File: config.mk
export PLATFORM = sky130hd
export DESIGN_NAME = video_frame_sync_delay_top
export DESIGN_NICKNAME = d
export VERILOG_FILES = /design/src/hw/rtl/vfsd_pkg.sv /design/src/hw/rtl/video_frame_sync_delay_top.sv /design/src/hw/rtl/vfsd_cfg.sv /design/src/hw/rtl/vfsd_scale.sv /design/src/hw/rtl/vfsd_sync.sv
export SDC_FILE = /design/constraint.sdc
export NUM_CORES = 2
export LEC_CHECK = 0
export ABC_CLOCK_PERIOD_IN_PS = 11850
export BUFFER_PORTS_ARGS = -buffer_cell sky130_fd_sc_hd__buf_4
export CORE_MARGIN = 2
export CORE_UTILIZATION = 55
export CTS_CLUSTER_DIAMETER = 80
export DETAILED_ROUTE_END_ITERATION = 12
export GPL_ROUTABILITY_DRIVEN = 1
export GPL_TIMING_DRIVEN = 0
export PLACE_DENSITY_LB_ADDON = 0.12
export SYNTH_ARGS = -nofsm -noshare
export SYNTH_HDL_FRONTEND = slang
export SYNTH_HIERARCHICAL = 1
export SYNTH_SLANG_ARGS = --single-unit
File: constraint.sdc
create_clock -name clk -period 11.85 [get_ports clk]
set_input_delay 1.185 -clock clk [delete_from_list [all_inputs] [get_ports clk]]
set_output_delay 1.185 -clock clk [all_outputs]
set_load 0.05 [all_outputs]
File: src/hw/rtl/vfsd_pkg.sv
// shared types, constants and register indexes for the video frame sync delay block
package vfsd_pkg;

    localparam int TIME_BITS_DEF = 40;

    localparam int TICKS_W    = 32;
    localparam int REPEAT_W   = 4;
    localparam int FIELD_W    = 40;
    localparam int SCALE_W    = 32;
    localparam int PERIOD_W   = 20;
    localparam int SYNC_W     = 20;
    localparam int NOSYNC_W   = 27;
    localparam int ADV_W      = 24;
    localparam int WAIT_W     = 20;
    localparam int OUT_WAIT_W = 21;
    localparam int PROD_W     = 64;

    localparam int S_DATA_W   = 120;
    localparam int M_DATA_W   = 64;
    localparam int CFG_IDX_W  = 2;
    localparam int CFG_DATA_W = 32;

    localparam logic [CFG_IDX_W-1:0] REG_TICK_SCALE = 2'd0;
    localparam logic [CFG_IDX_W-1:0] REG_PERIOD     = 2'd1;
    localparam logic [CFG_IDX_W-1:0] REG_SYNC       = 2'd2;
    localparam logic [CFG_IDX_W-1:0] REG_NOSYNC     = 2'd3;

    localparam logic [SCALE_W-1:0]  TICK_SCALE_RESET = 32'd65536;
    localparam logic [PERIOD_W-1:0] PERIOD_RESET     = 20'd40000;
    localparam logic [SYNC_W-1:0]   SYNC_RESET       = 20'd10000;
    localparam logic [NOSYNC_W-1:0] NOSYNC_RESET     = 27'd10000000;
    localparam logic [WAIT_W-1:0]   WAIT_RESET       = 20'd40000;
    localparam logic [WAIT_W-1:0]   ONE_SECOND_US    = 20'd1000000;
    localparam logic [PROD_W-1:0]   ROUND_HALF       = 64'h8000;

    typedef struct packed {
        logic [SCALE_W-1:0]  tick_scale_q16;
        logic [PERIOD_W-1:0] frame_period_us;
        logic [SYNC_W-1:0]   sync_threshold_us;
        logic [NOSYNC_W-1:0] nosync_threshold_us;
    } cfg_t;

    // fields that ride alongside the timestamp path untouched
    typedef struct packed {
        logic [FIELD_W-1:0] audio_clock_us;
        logic               seek_begin;
        logic [FIELD_W-1:0] seek_target_us;
        logic               has_picture;
    } side_t;

endpackage

File: src/hw/rtl/video_frame_sync_delay_top.sv
// video frame sync delay: paces decoded video frames against the audio clock
//
// one item goes in on the s_ side per decoded frame and one result item comes
// out on the m_ side for it, in order. the result says how long to wait before
// the frame is shown, whether a pending seek dropped it, whether a picture goes
// to display, and the resolved presentation time.
// the pipeline has four register stages: input, tick multiply, rounding and
// saturation, then the pacing stage that updates the clock and seek state and
// fills the output register. one item per cycle is accepted and delivered while
// m_tready stays high, as the pacing stage updates the clock and seek state for
// each item as it loads its result.
// when m_tready is low the output register holds its result and the stages
// behind it keep filling until all are full, then s_tready drops.
// reset clears the pipeline valids and returns the video clock, last frame time, seek
// state and configuration to their defaults; last wait returns to 40000 us. the user
// writes configuration through cfg_wr_en/cfg_index/cfg_data while idle; not enforced.
module video_frame_sync_delay_top
#(
    parameter int TIME_BITS = vfsd_pkg::TIME_BITS_DEF
)
(
    input  logic                              clk,
    input  logic                              rst_n,
    input  logic                              s_tvalid,
    output logic                              s_tready,
    // frame_ticks, repeat_count, audio_clock_us, seek_begin, seek_target_us, has_picture
    input  logic [vfsd_pkg::S_DATA_W-1:0]     s_tdata,
    output logic                              m_tvalid,
    input  logic                              m_tready,
    // wait_us, dropped, show_frame, frame_time_us
    output logic [vfsd_pkg::M_DATA_W-1:0]     m_tdata,
    input  logic                              cfg_wr_en,
    input  logic [vfsd_pkg::CFG_IDX_W-1:0]    cfg_index,
    input  logic [vfsd_pkg::CFG_DATA_W-1:0]   cfg_data
);

    vfsd_pkg::cfg_t                      cfg;

    logic                                in_valid_reg;
    logic                                mul_valid_reg;
    logic                                pts_valid_reg;
    logic                                out_valid_reg;

    logic [vfsd_pkg::TICKS_W-1:0]        ticks_reg;
    logic [vfsd_pkg::REPEAT_W-1:0]       repeat_reg;
    vfsd_pkg::side_t                     side_in_reg;

    logic                                rdy_out;
    logic                                rdy_pts;
    logic                                rdy_mul;
    logic                                rdy_in;

    logic [TIME_BITS-1:0]                pts;
    logic [vfsd_pkg::ADV_W-1:0]          advance;
    vfsd_pkg::side_t                     side_pts;

    logic [vfsd_pkg::OUT_WAIT_W-1:0]     wait_us;
    logic                                dropped;
    logic                                show_frame;
    logic [vfsd_pkg::FIELD_W-1:0]        frame_time_us;

    // each stage takes a new item when it is empty or its item moves on
    assign rdy_out = !out_valid_reg || m_tready;
    assign rdy_pts = !pts_valid_reg || rdy_out;
    assign rdy_mul = !mul_valid_reg || rdy_pts;
    assign rdy_in  = !in_valid_reg  || rdy_mul;

    always_ff @(posedge clk or negedge rst_n)
    begin
        if (!rst_n)
        begin
            in_valid_reg  <= 1'b0;
            mul_valid_reg <= 1'b0;
            pts_valid_reg <= 1'b0;
            out_valid_reg <= 1'b0;
        end
        else
        begin
            if (rdy_in)
                in_valid_reg <= s_tvalid;
            if (rdy_mul)
                mul_valid_reg <= in_valid_reg;
            if (rdy_pts)
                pts_valid_reg <= mul_valid_reg;
            if (rdy_out)
                out_valid_reg <= pts_valid_reg;
        end
    end

    always_ff @(posedge clk)
    begin
        if (rdy_in)
        begin
            ticks_reg                  <= s_tdata[31:0];
            repeat_reg                 <= s_tdata[35:32];
            side_in_reg.audio_clock_us <= s_tdata[75:36];
            side_in_reg.seek_begin     <= s_tdata[76];
            side_in_reg.seek_target_us <= s_tdata[116:77];
            side_in_reg.has_picture    <= s_tdata[117];
        end
    end

    vfsd_cfg u_cfg
    (
        .clk       (clk),
        .rst_n     (rst_n),
        .cfg_wr_en (cfg_wr_en),
        .cfg_index (cfg_index),
        .cfg_data  (cfg_data),
        .cfg       (cfg)
    );

    vfsd_scale #(
        .TIME_BITS (TIME_BITS)
    ) u_scale
    (
        .clk             (clk),
        .ld_mul          (rdy_mul),
        .ld_pts          (rdy_pts),
        .frame_ticks     (ticks_reg),
        .repeat_count    (repeat_reg),
        .side_in         (side_in_reg),
        .tick_scale_q16  (cfg.tick_scale_q16),
        .frame_period_us (cfg.frame_period_us),
        .pts             (pts),
        .advance         (advance),
        .side_out        (side_pts)
    );

    vfsd_sync #(
        .TIME_BITS (TIME_BITS)
    ) u_sync
    (
        .clk                 (clk),
        .rst_n               (rst_n),
        .ld                  (rdy_out && pts_valid_reg),
        .pts_in              (pts),
        .advance             (advance),
        .side                (side_pts),
        .sync_threshold_us   (cfg.sync_threshold_us),
        .nosync_threshold_us (cfg.nosync_threshold_us),
        .wait_us             (wait_us),
        .dropped             (dropped),
        .show_frame          (show_frame),
        .frame_time_us       (frame_time_us)
    );

    assign s_tready = rdy_in;
    assign m_tvalid = out_valid_reg;
    assign m_tdata  = {1'b0, frame_time_us, show_frame, dropped, wait_us};

endmodule

File: src/hw/rtl/vfsd_cfg.sv
// configuration register file of the video frame sync delay block
module vfsd_cfg
(
    input  logic                             clk,
    input  logic                             rst_n,
    input  logic                             cfg_wr_en,
    input  logic [vfsd_pkg::CFG_IDX_W-1:0]   cfg_index,
    input  logic [vfsd_pkg::CFG_DATA_W-1:0]  cfg_data,
    output vfsd_pkg::cfg_t                   cfg
);

    vfsd_pkg::cfg_t cfg_reg;

    always_ff @(posedge clk or negedge rst_n)
    begin
        if (!rst_n)
        begin
            cfg_reg.tick_scale_q16      <= vfsd_pkg::TICK_SCALE_RESET;
            cfg_reg.frame_period_us     <= vfsd_pkg::PERIOD_RESET;
            cfg_reg.sync_threshold_us   <= vfsd_pkg::SYNC_RESET;
            cfg_reg.nosync_threshold_us <= vfsd_pkg::NOSYNC_RESET;
        end
        else if (cfg_wr_en)
        begin
            case (cfg_index)
                vfsd_pkg::REG_TICK_SCALE:
                    cfg_reg.tick_scale_q16 <= cfg_data[vfsd_pkg::SCALE_W-1:0];
                vfsd_pkg::REG_PERIOD:
                    cfg_reg.frame_period_us <= cfg_data[vfsd_pkg::PERIOD_W-1:0];
                vfsd_pkg::REG_SYNC:
                    cfg_reg.sync_threshold_us <= cfg_data[vfsd_pkg::SYNC_W-1:0];
                vfsd_pkg::REG_NOSYNC:
                    cfg_reg.nosync_threshold_us <= cfg_data[vfsd_pkg::NOSYNC_W-1:0];
                default:
                    cfg_reg <= cfg_reg;
            endcase
        end
    end

    assign cfg = cfg_reg;

endmodule

File: src/hw/rtl/vfsd_scale.sv
// timestamp scaling pipeline: tick multiply, rounding and saturation, clock advance
module vfsd_scale
#(
    parameter int TIME_BITS = vfsd_pkg::TIME_BITS_DEF
)
(
    input  logic                              clk,
    input  logic                              ld_mul,
    input  logic                              ld_pts,
    input  logic [vfsd_pkg::TICKS_W-1:0]      frame_ticks,
    input  logic [vfsd_pkg::REPEAT_W-1:0]     repeat_count,
    input  vfsd_pkg::side_t                   side_in,
    input  logic [vfsd_pkg::SCALE_W-1:0]      tick_scale_q16,
    input  logic [vfsd_pkg::PERIOD_W-1:0]     frame_period_us,
    output logic [TIME_BITS-1:0]              pts,
    output logic [vfsd_pkg::ADV_W-1:0]        advance,
    output vfsd_pkg::side_t                   side_out
);

    logic [vfsd_pkg::PROD_W-1:0] prod;
    logic [vfsd_pkg::ADV_W-1:0]  half_rep;
    logic [vfsd_pkg::ADV_W-1:0]  adv;

    logic [vfsd_pkg::PROD_W-1:0] prod_reg;
    logic [vfsd_pkg::ADV_W-1:0]  adv_mul_reg;
    vfsd_pkg::side_t             side_mul_reg;

    logic [vfsd_pkg::PROD_W-1:0] rnd;
    logic [vfsd_pkg::PROD_W-1:0] pts_wide;
    logic                        sat;
    logic [TIME_BITS-1:0]        pts_next;

    logic [TIME_BITS-1:0]        pts_reg;
    logic [vfsd_pkg::ADV_W-1:0]  adv_pts_reg;
    vfsd_pkg::side_t             side_pts_reg;

    assign prod     = {32'd0, frame_ticks} * {32'd0, tick_scale_q16};
    assign half_rep = {4'd0, frame_period_us} * {20'd0, repeat_count};
    // one period plus half a period for each repeat
    assign adv      = {4'd0, frame_period_us} + {1'b0, half_rep[vfsd_pkg::ADV_W-1:1]};

    always_ff @(posedge clk)
    begin
        if (ld_mul)
        begin
            prod_reg     <= prod;
            adv_mul_reg  <= adv;
            side_mul_reg <= side_in;
        end
    end

    // round to nearest, ties up, then clamp to the time range
    assign rnd      = prod_reg + vfsd_pkg::ROUND_HALF;
    assign pts_wide = {16'd0, rnd[vfsd_pkg::PROD_W-1:16]};
    assign sat      = (pts_wide >> TIME_BITS) != 64'd0;
    assign pts_next = sat ? {TIME_BITS{1'b1}} : pts_wide[TIME_BITS-1:0];

    always_ff @(posedge clk)
    begin
        if (ld_pts)
        begin
            pts_reg      <= pts_next;
            adv_pts_reg  <= adv_mul_reg;
            side_pts_reg <= side_mul_reg;
        end
    end

    assign pts      = pts_reg;
    assign advance  = adv_pts_reg;
    assign side_out = side_pts_reg;

endmodule

File: src/hw/rtl/vfsd_sync.sv
// pacing stage: video clock, seek drop, wait derivation and audio correction
module vfsd_sync
#(
    parameter int TIME_BITS = vfsd_pkg::TIME_BITS_DEF
)
(
    input  logic                               clk,
    input  logic                               rst_n,
    input  logic                               ld,
    input  logic [TIME_BITS-1:0]               pts_in,
    input  logic [vfsd_pkg::ADV_W-1:0]         advance,
    input  vfsd_pkg::side_t                    side,
    input  logic [vfsd_pkg::SYNC_W-1:0]        sync_threshold_us,
    input  logic [vfsd_pkg::NOSYNC_W-1:0]      nosync_threshold_us,
    output logic [vfsd_pkg::OUT_WAIT_W-1:0]    wait_us,
    output logic                               dropped,
    output logic                               show_frame,
    output logic [vfsd_pkg::FIELD_W-1:0]       frame_time_us
);

    localparam int CW = (TIME_BITS > vfsd_pkg::FIELD_W) ? TIME_BITS : vfsd_pkg::FIELD_W;
    localparam int SW = TIME_BITS + 1;

    logic [TIME_BITS-1:0]              video_clock_reg;
    logic [TIME_BITS-1:0]              last_ft_reg;
    logic [vfsd_pkg::WAIT_W-1:0]       last_wait_reg;
    logic                              seeking_reg;
    logic [vfsd_pkg::FIELD_W-1:0]      seek_target_reg;

    logic [vfsd_pkg::OUT_WAIT_W-1:0]   wait_reg;
    logic                              dropped_reg;
    logic                              show_reg;
    logic [vfsd_pkg::FIELD_W-1:0]      time_reg;

    logic [TIME_BITS-1:0]              pts;
    logic [SW-1:0]                     vc_sum;
    logic [TIME_BITS-1:0]              video_clock_next;
    logic                              seeking_eff;
    logic [vfsd_pkg::FIELD_W-1:0]      target_next;
    logic [CW-1:0]                     pts_x;
    logic [CW-1:0]                     audio_x;
    logic [CW-1:0]                     target_x;
    logic                              drop;
    logic [TIME_BITS-1:0]              gap;
    logic                              gap_ok;
    logic [vfsd_pkg::WAIT_W-1:0]       wait_next;
    logic [CW-1:0]                     mag;
    logic [vfsd_pkg::WAIT_W-1:0]       thr;
    logic                              correct;
    logic [vfsd_pkg::OUT_WAIT_W-1:0]   wait_out;

    // a zero timestamp means unknown: the running clock stands in
    assign pts     = (pts_in != '0) ? pts_in : video_clock_reg;
    assign vc_sum  = {1'b0, pts} + SW'(advance);
    assign video_clock_next = vc_sum[TIME_BITS] ? {TIME_BITS{1'b1}} : vc_sum[TIME_BITS-1:0];

    assign seeking_eff = side.seek_begin | seeking_reg;
    assign target_next = side.seek_begin ? side.seek_target_us : seek_target_reg;

    assign pts_x    = CW'(pts);
    assign audio_x  = CW'(side.audio_clock_us);
    assign target_x = CW'(target_next);
    assign drop     = seeking_eff && (pts_x < target_x);

    assign gap       = pts - last_ft_reg;
    assign gap_ok    = (pts > last_ft_reg) && (gap < TIME_BITS'(vfsd_pkg::ONE_SECOND_US));
    assign wait_next = gap_ok ? gap[vfsd_pkg::WAIT_W-1:0] : last_wait_reg;

    assign mag     = (pts_x >= audio_x) ? (pts_x - audio_x) : (audio_x - pts_x);
    assign thr     = (wait_next > sync_threshold_us) ? wait_next : sync_threshold_us;
    assign correct = (mag < CW'(nosync_threshold_us)) && (mag >= CW'(thr));

    always_comb
    begin
        wait_out = {1'b0, wait_next};
        if (correct)
        begin
            if (pts_x <= audio_x)
                wait_out = '0;
            else
                wait_out = {wait_next, 1'b0};
        end
    end

    always_ff @(posedge clk or negedge rst_n)
    begin
        if (!rst_n)
        begin
            video_clock_reg <= '0;
            last_ft_reg     <= '0;
            last_wait_reg   <= vfsd_pkg::WAIT_RESET;
            seeking_reg     <= 1'b0;
            seek_target_reg <= '0;
        end
        else if (ld)
        begin
            video_clock_reg <= video_clock_next;
            seeking_reg     <= drop;
            seek_target_reg <= target_next;
            if (!drop)
            begin
                last_ft_reg   <= pts;
                last_wait_reg <= wait_next;
            end
        end
    end

    always_ff @(posedge clk)
    begin
        if (ld)
        begin
            wait_reg    <= drop ? '0 : wait_out;
            dropped_reg <= drop;
            show_reg    <= !drop && side.has_picture;
            time_reg    <= pts_x[vfsd_pkg::FIELD_W-1:0];
        end
    end

    assign wait_us       = wait_reg;
    assign dropped       = dropped_reg;
    assign show_frame    = show_reg;
    assign frame_time_us = time_reg;

endmodule

# Word level (Yosys, flattened, before mapping)

Index checks and enable logic that the tools add are counted.
W data, S select, Z words.

Input port bits: 159
Register bits after elaboration: 741
Output and inout port bits: 66

Bitwise operators: 3
Reduce and logical (&&, ||, !) cells: 23
Add/sub/neg operators: 6
Eq/ne operators: 3
Multipliers: 2
Order comparisons: 8
Mux-type cells: 8

Operators with widths:

| kind                     | number |
|---|---|
| $mux W40                 | 4 |
| $sub A40 B40 Y40         | 3 |
| $mux W20                 | 4 |
| $add A64 B16 Y64 const B | 1 |
| $mul A32 B32 Y64         | 1 |
| $reduce_bool A64 Y1      | 1 |
| $add A40 B24 Y41         | 1 |
| $ge A40 B20 Y1           | 1 |
| $ge A40 B40 Y1           | 1 |
| $gt A40 B40 Y1           | 1 |
| $le A40 B40 Y1           | 1 |
| $lt A40 B20 Y1 const B   | 1 |
| $lt A40 B27 Y1           | 1 |
| $lt A40 B40 Y1           | 1 |
| $reduce_bool A40 Y1      | 1 |
| $add A20 B23 Y24         | 1 |
| $mul A20 B4 Y24          | 1 |
| $gt A20 B20 Y1           | 1 |
| $reduce_and A2 Y1        | 5 |
| $logic_and A1 B1 Y1      | 5 |
| $logic_not A1 Y1         | 5 |
| $eq A2 B2 Y1 const B     | 2 |
| $logic_or A1 B1 Y1       | 4 |
| $reduce_or A3 Y1         | 1 |
| 4 further kinds          | 5 |

# Logic depth before layout (Yosys ltp)

Word-level depth: 12
Depth in mapped cells: 48
Mapped depth without buffers: 43

# Cells and area by module

Netlist, hierarchy kept.

By module, submodules not included:

| module                     | seq. area each (um^2) | instances | cells an instance | area each (um^2) |
|---|---|---|---|---|
| vfsd_scale                 | 9038.7                | 1         | 4611              | 46548.4 |
| vfsd_sync                  | 5426.5                | 1         | 2464              | 20036.7 |
| vfsd_cfg                   | 2501.1                | 1         | 211               | 3743.6 |
| video_frame_sync_delay_top | 3643.5                | 1         | 135               | 3738.6 |

# Worst setup path before layout

Ideal clock, no wire load.

Path type: reg2reg
Start point: register u_scale.pts_reg[10] (netlist: u_scale/pts[10])
End point: register u_sync.wait_reg (netlist bit u_sync/wait_us[14]), data pin
Arrival time: 9.138 ns
Library setup time: 0.269 ns
Period minus slack after synthesis: 9.407 ns
Cell stages (with the launch flop): 49
Path buffers: 7
Slack: 2.443 ns
Path through: edfxtp_1 > nor4_1 > nand4_1 > nor4_4 > clkbuf_1 > clkbuf_1 > clkbuf_1 > a21oi_1 > inv_1 > ha_1 > buf_4 > nand4_2 > a2111o_1 > a211o_1 > a21oi_2 > mux2_1 > o211ai_1 > a2111oi_1 > [... 13 more ...] > a21oi_1 > nor3_1 > a2bb2oi_1 > clkbuf_1 > mux2i_1 > ha_1 > nand2b_1 > a21o_1 > a21oi_1 > o21ai_0 > o41ai_1 > a31oi_1 > nor3_1 > o211a_1 > nand4b_1 > nand4_4 > buf_2 > o22ai_1

Word-level cells in the longest chain between the ends: 11
Elaborated cells between the ends (all ways): 21
Those cells by class: add/sub (3); order compare (8); mux (6); reduce/logical (4)

RTL lines:

| item                          | RTL line         | RTL |
|---|---|---|
| start, declared               | vfsd_scale.sv:33 | `logic [TIME_BITS-1:0] pts_reg;` |
| start signal, assigned        | vfsd_scale.sv:62 | `pts_reg <= pts_next;` |
| $reduce_bool A40 Y1 (*)       | vfsd_sync.sv:53  | `assign pts = (pts_in != '0) ? pts_in : video_clock_reg;` |
| $mux W40 (*)                  | vfsd_sync.sv:53  |  |
| net u_sync.pts[13]            | vfsd_sync.sv:35  | `logic [TIME_BITS-1:0] pts;` |
| $sub A40 B40 Y40              | vfsd_sync.sv:65  | `assign gap = pts - last_ft_reg;` |
| $lt A40 B20 Y1                | vfsd_sync.sv:66  | `assign gap_ok = (pts > last_ft_reg) && (gap < TIME_BITS'(vfsd_pkg::ONE_SECOND_US));` |
| $logic_and A1 B1 Y1 (*)       | vfsd_sync.sv:66  |  |
| $mux W20 (*)                  | vfsd_sync.sv:67  | `assign wait_next = gap_ok ? gap[vfsd_pkg::WAIT_W-1:0] : last_wait_reg;` |
| net u_sync.wait_next, one bit | vfsd_sync.sv:46  | `logic [vfsd_pkg::WAIT_W-1:0] wait_next;` |
| $gt A20 B20 Y1                | vfsd_sync.sv:70  | `assign thr = (wait_next > sync_threshold_us) ? wait_next : sync_threshold_us;` |
| $mux W20 (*)                  | vfsd_sync.sv:70  |  |
| $ge A40 B20 Y1 (*)            | vfsd_sync.sv:71  | `assign correct = (mag < CW'(nosync_threshold_us)) && (mag >= CW'(thr));` |
| $logic_and A1 B1 Y1 (*)       | vfsd_sync.sv:71  |  |
| $mux W20 (*)                  | vfsd_sync.sv:76  | `if (correct)` |
| end signal, assigned          | vfsd_sync.sv:112 | `wait_reg <= drop ? '0 : wait_out;` |
| end, declared                 | vfsd_sync.sv:30  | `logic [vfsd_pkg::OUT_WAIT_W-1:0] wait_reg;` |

The timed path passes the listed nets; every way through them passes the cells marked *.
A chain may end at the register's enable or synchronous reset.

# Final worst setup path

Start point: register u_scale.pts_reg[35] (netlist: u_scale/pts[35])
End point: register u_sync.wait_reg (netlist bit u_sync/wait_us[16]), data pin

The elaborated chain is that of the path after synthesis.

==> metrics.yaml <==
outcome: "finished clean"
met2_usage_pct: 63.11
use_met3_pct: 7.068
max_freq_mhz: 87.18
cp_data_required_time_ns: 12.32
num_io_pins: 225
floorplan.initialDensity_pct: 55.43
clk_root_buffer_cell: "clkbuf_16"
final.setup.tns_ns: 0
finalSetupViolCount: 0
post-synth-top-area-fraction_pct: 25.30
die-width_um: 371.0
final_critical_path_time_including_i_o_delays_and_setup_ns: 11.47
gr-max-usage-layer: "met2"
cts_sinks: 726
design.die.area_sq_mm: 0.1376
synth_area_leader_cell: "fa_1"
gpl.final_weighted_congestion: 1.052
pre_cts_ws_ns: -3.473
synth_most_common_cell: "inv_1"
route.detailed.vias_per_inst: 5.902
cp_data_arrival_time_ns: 11.94
async_flop_share_pct: 33.61
synth_area_leaders: "fa_1 25%, edfxtp_1 20%, ha_1 9.4%"
synth.distinct_cells: 106
slew_headroom_pct: 13.70
critPathMaxFanout: 19
dr_total_vias: 56890
cts_tree: "done"
final_net_count: 9447
io_buffers: 221
global_route.overflow_total: 0
cap_violations: 0
antenna_found_initial: 12
dr.first_iter.drc_count: 4777
synth.cell_area_sq_mm: 0.07407
type_of_destination_of_the_critical_path: "register"
yosys-top-cells-count: "1200 x inv_1, 936 x fa_1, 766 x nand2_1"
largest_register_ffs: 99
detailedRoute.firstPassIterationCount: 5
post_synth_edffs: 482
synth.net_count: 9073
synth.avg_cell_area_sq_um: 9.981
ys.warnings.count: 6
maximum_number_of_pins_on_one_net_before_global_route_repair: 103
unrepaired_setup_endpoints_after_global_routing: "no"
cp_slowest_stage_delay_ns: 0.51
drc: 0
post-route-period-util_pct: 96.80
floorplan.rows: 134
core-area_sq_mm: 0.1336
finalHoldViolations: 0
slowest_stage: "nor4_4"
htree_levels: 3
syn2layout_area_growth_pct: 10.51
post_synth_inst_count: 7421
postSynth.topFlopCell: "edfxtp_1"
ctsHoldBuffers: 0
clk_path_buf_depth: 3
grtUsageTotal_pct: 38.40
post-route-worst-setup-slack_ns: 0.3797
finalWirelength_um: 261200
synth-seq-cells: 726
route.antenna.remaining_nets: 0
gr-usage-met1_pct: 46.56
total_clock_buffers_created_by_cts: 83
final.setup_skew_ns: 0.07160
worst_pin_slew_ns: 1.294
cts.reportedPaths.clkPinSlew_ns: 0.06
first_pass_grt_wire_length_um: 381400
timing_max_transition_violations_final: 0
dieHeight_um: 371.0
hpwlAfterDp_um: 215400
clkLatencyLatePin_ns: 0.71
critPathKind: "register to register"
synth_sequential_area_ratio_pct: 27.83
crit_path_start_kind: "register"
wire_per_inst_um: 27.10
worstHoldPathType: "primary input to asynchronous set/reset pin"
first_global_vias: 58790
post_route_cells_drive_above_1_share_pct: 9.332
layout make-up:
type                       count  area (sq um)
antenna                        6         15.01
buffer                       353          1514
clock buffer                 108          2251
clock inverter                47         510.5
fill                       11150         51780
inverter                    1203          4538
multi-input combinational   5138         47730
sequential                   726         20610
tap                         1768          2212
timing repair buffer         290          2467
worst paths after layout:
check / startpoint / slack [ns] / end / cells past startpoint
max in group asynchronous: rst_n / 10.50 / u_cfg/cfg[24] / 2
hold reg to reg: side_in_reg[57] / 0.39 / u_scale/side_mul_reg[57] / 0
hold / removal: rst_n / 0.38 / u_sync/last_wait_reg[5] / 1
setup reg to reg: u_scale/pts[35] / 0.38 / u_sync/wait_us[16] / 49
min in group clk: side_in_reg[57] / 0.39 / u_scale/side_mul_reg[57] / 0
setup / recovery: u_scale/pts[35] / 0.38 / u_sync/wait_us[16] / 49
cells in the final DEF, fill, tap and decap left out, drive strengths merged, types with 41 or more instances in the layout:
master and n:
a211oi 54, a21o 111, a21oi 405, a31oi 41, and2 636, buf 367, clkbuf 383, dfrtp 220
edfxtp 482, fa 936, ha 557, inv 1208, mux2 108, mux2i 96, nand2 769, nand3 62
nand4 95, nor2 263, nor3 56, o21a 44, o21ai 240, xnor2 131, xor2 81
what timing repair did:
action	in CTS	in global routing
resized for setup	51	43
buffers inserted	11	30
setup endpoints to repair	21	21
pin swaps	6	5
layer usage:
metal,vias up,part of all wire [%]
li1,24980,-
met5,-,0.023
met3,725,7.7
met4,10,7.8
met2,2674,47
met1,28510,38
critical path: cells and delay by family, from the launching register on:
kind / cells / cell delay [ns]
flip-flops: 1 / 0.43
AND/OR/NAND/NOR: 13 / 2.77
multiplexers: 2 / 0.50
buffers and inverters: 10 / 2.22
AO/OA/AOI/OAI: 21 / 4.23
adder cells (fa/ha/maj): 3 / 1.06
cell families after synthesis:
family                     after synthesis  share of synthesized area, %
and+or+nand+nor                       2081                         14.20
buffers and inverters                 1557                         8.124
adders and majority gates             1493                         34.71
AOI/OAI and AO/OA                     1147                         9.685
DFF                                    726                         27.83
xor gates and xnor gates               212                         2.517
muxes                                  204                         2.939
other                                    1                      0.005063
stage by stage:
stage	util [%]	instances	hold WS [ns]	cell area (sq um)
after floorplan	-	7421	0.4003	74070
after global placement	58.33	9410	0.4005	77940
after detailed placement	58.72	9438	0.4045	78460
after CTS	60.95	9604	0.3541	81440
after global routing	61.24	9633	0.3839	81830
final	61.25	9639	0.3845	81850
Power is not shown: default switching activity piles up to over one toggle a cycle in this logic, so the estimate is an artifact.
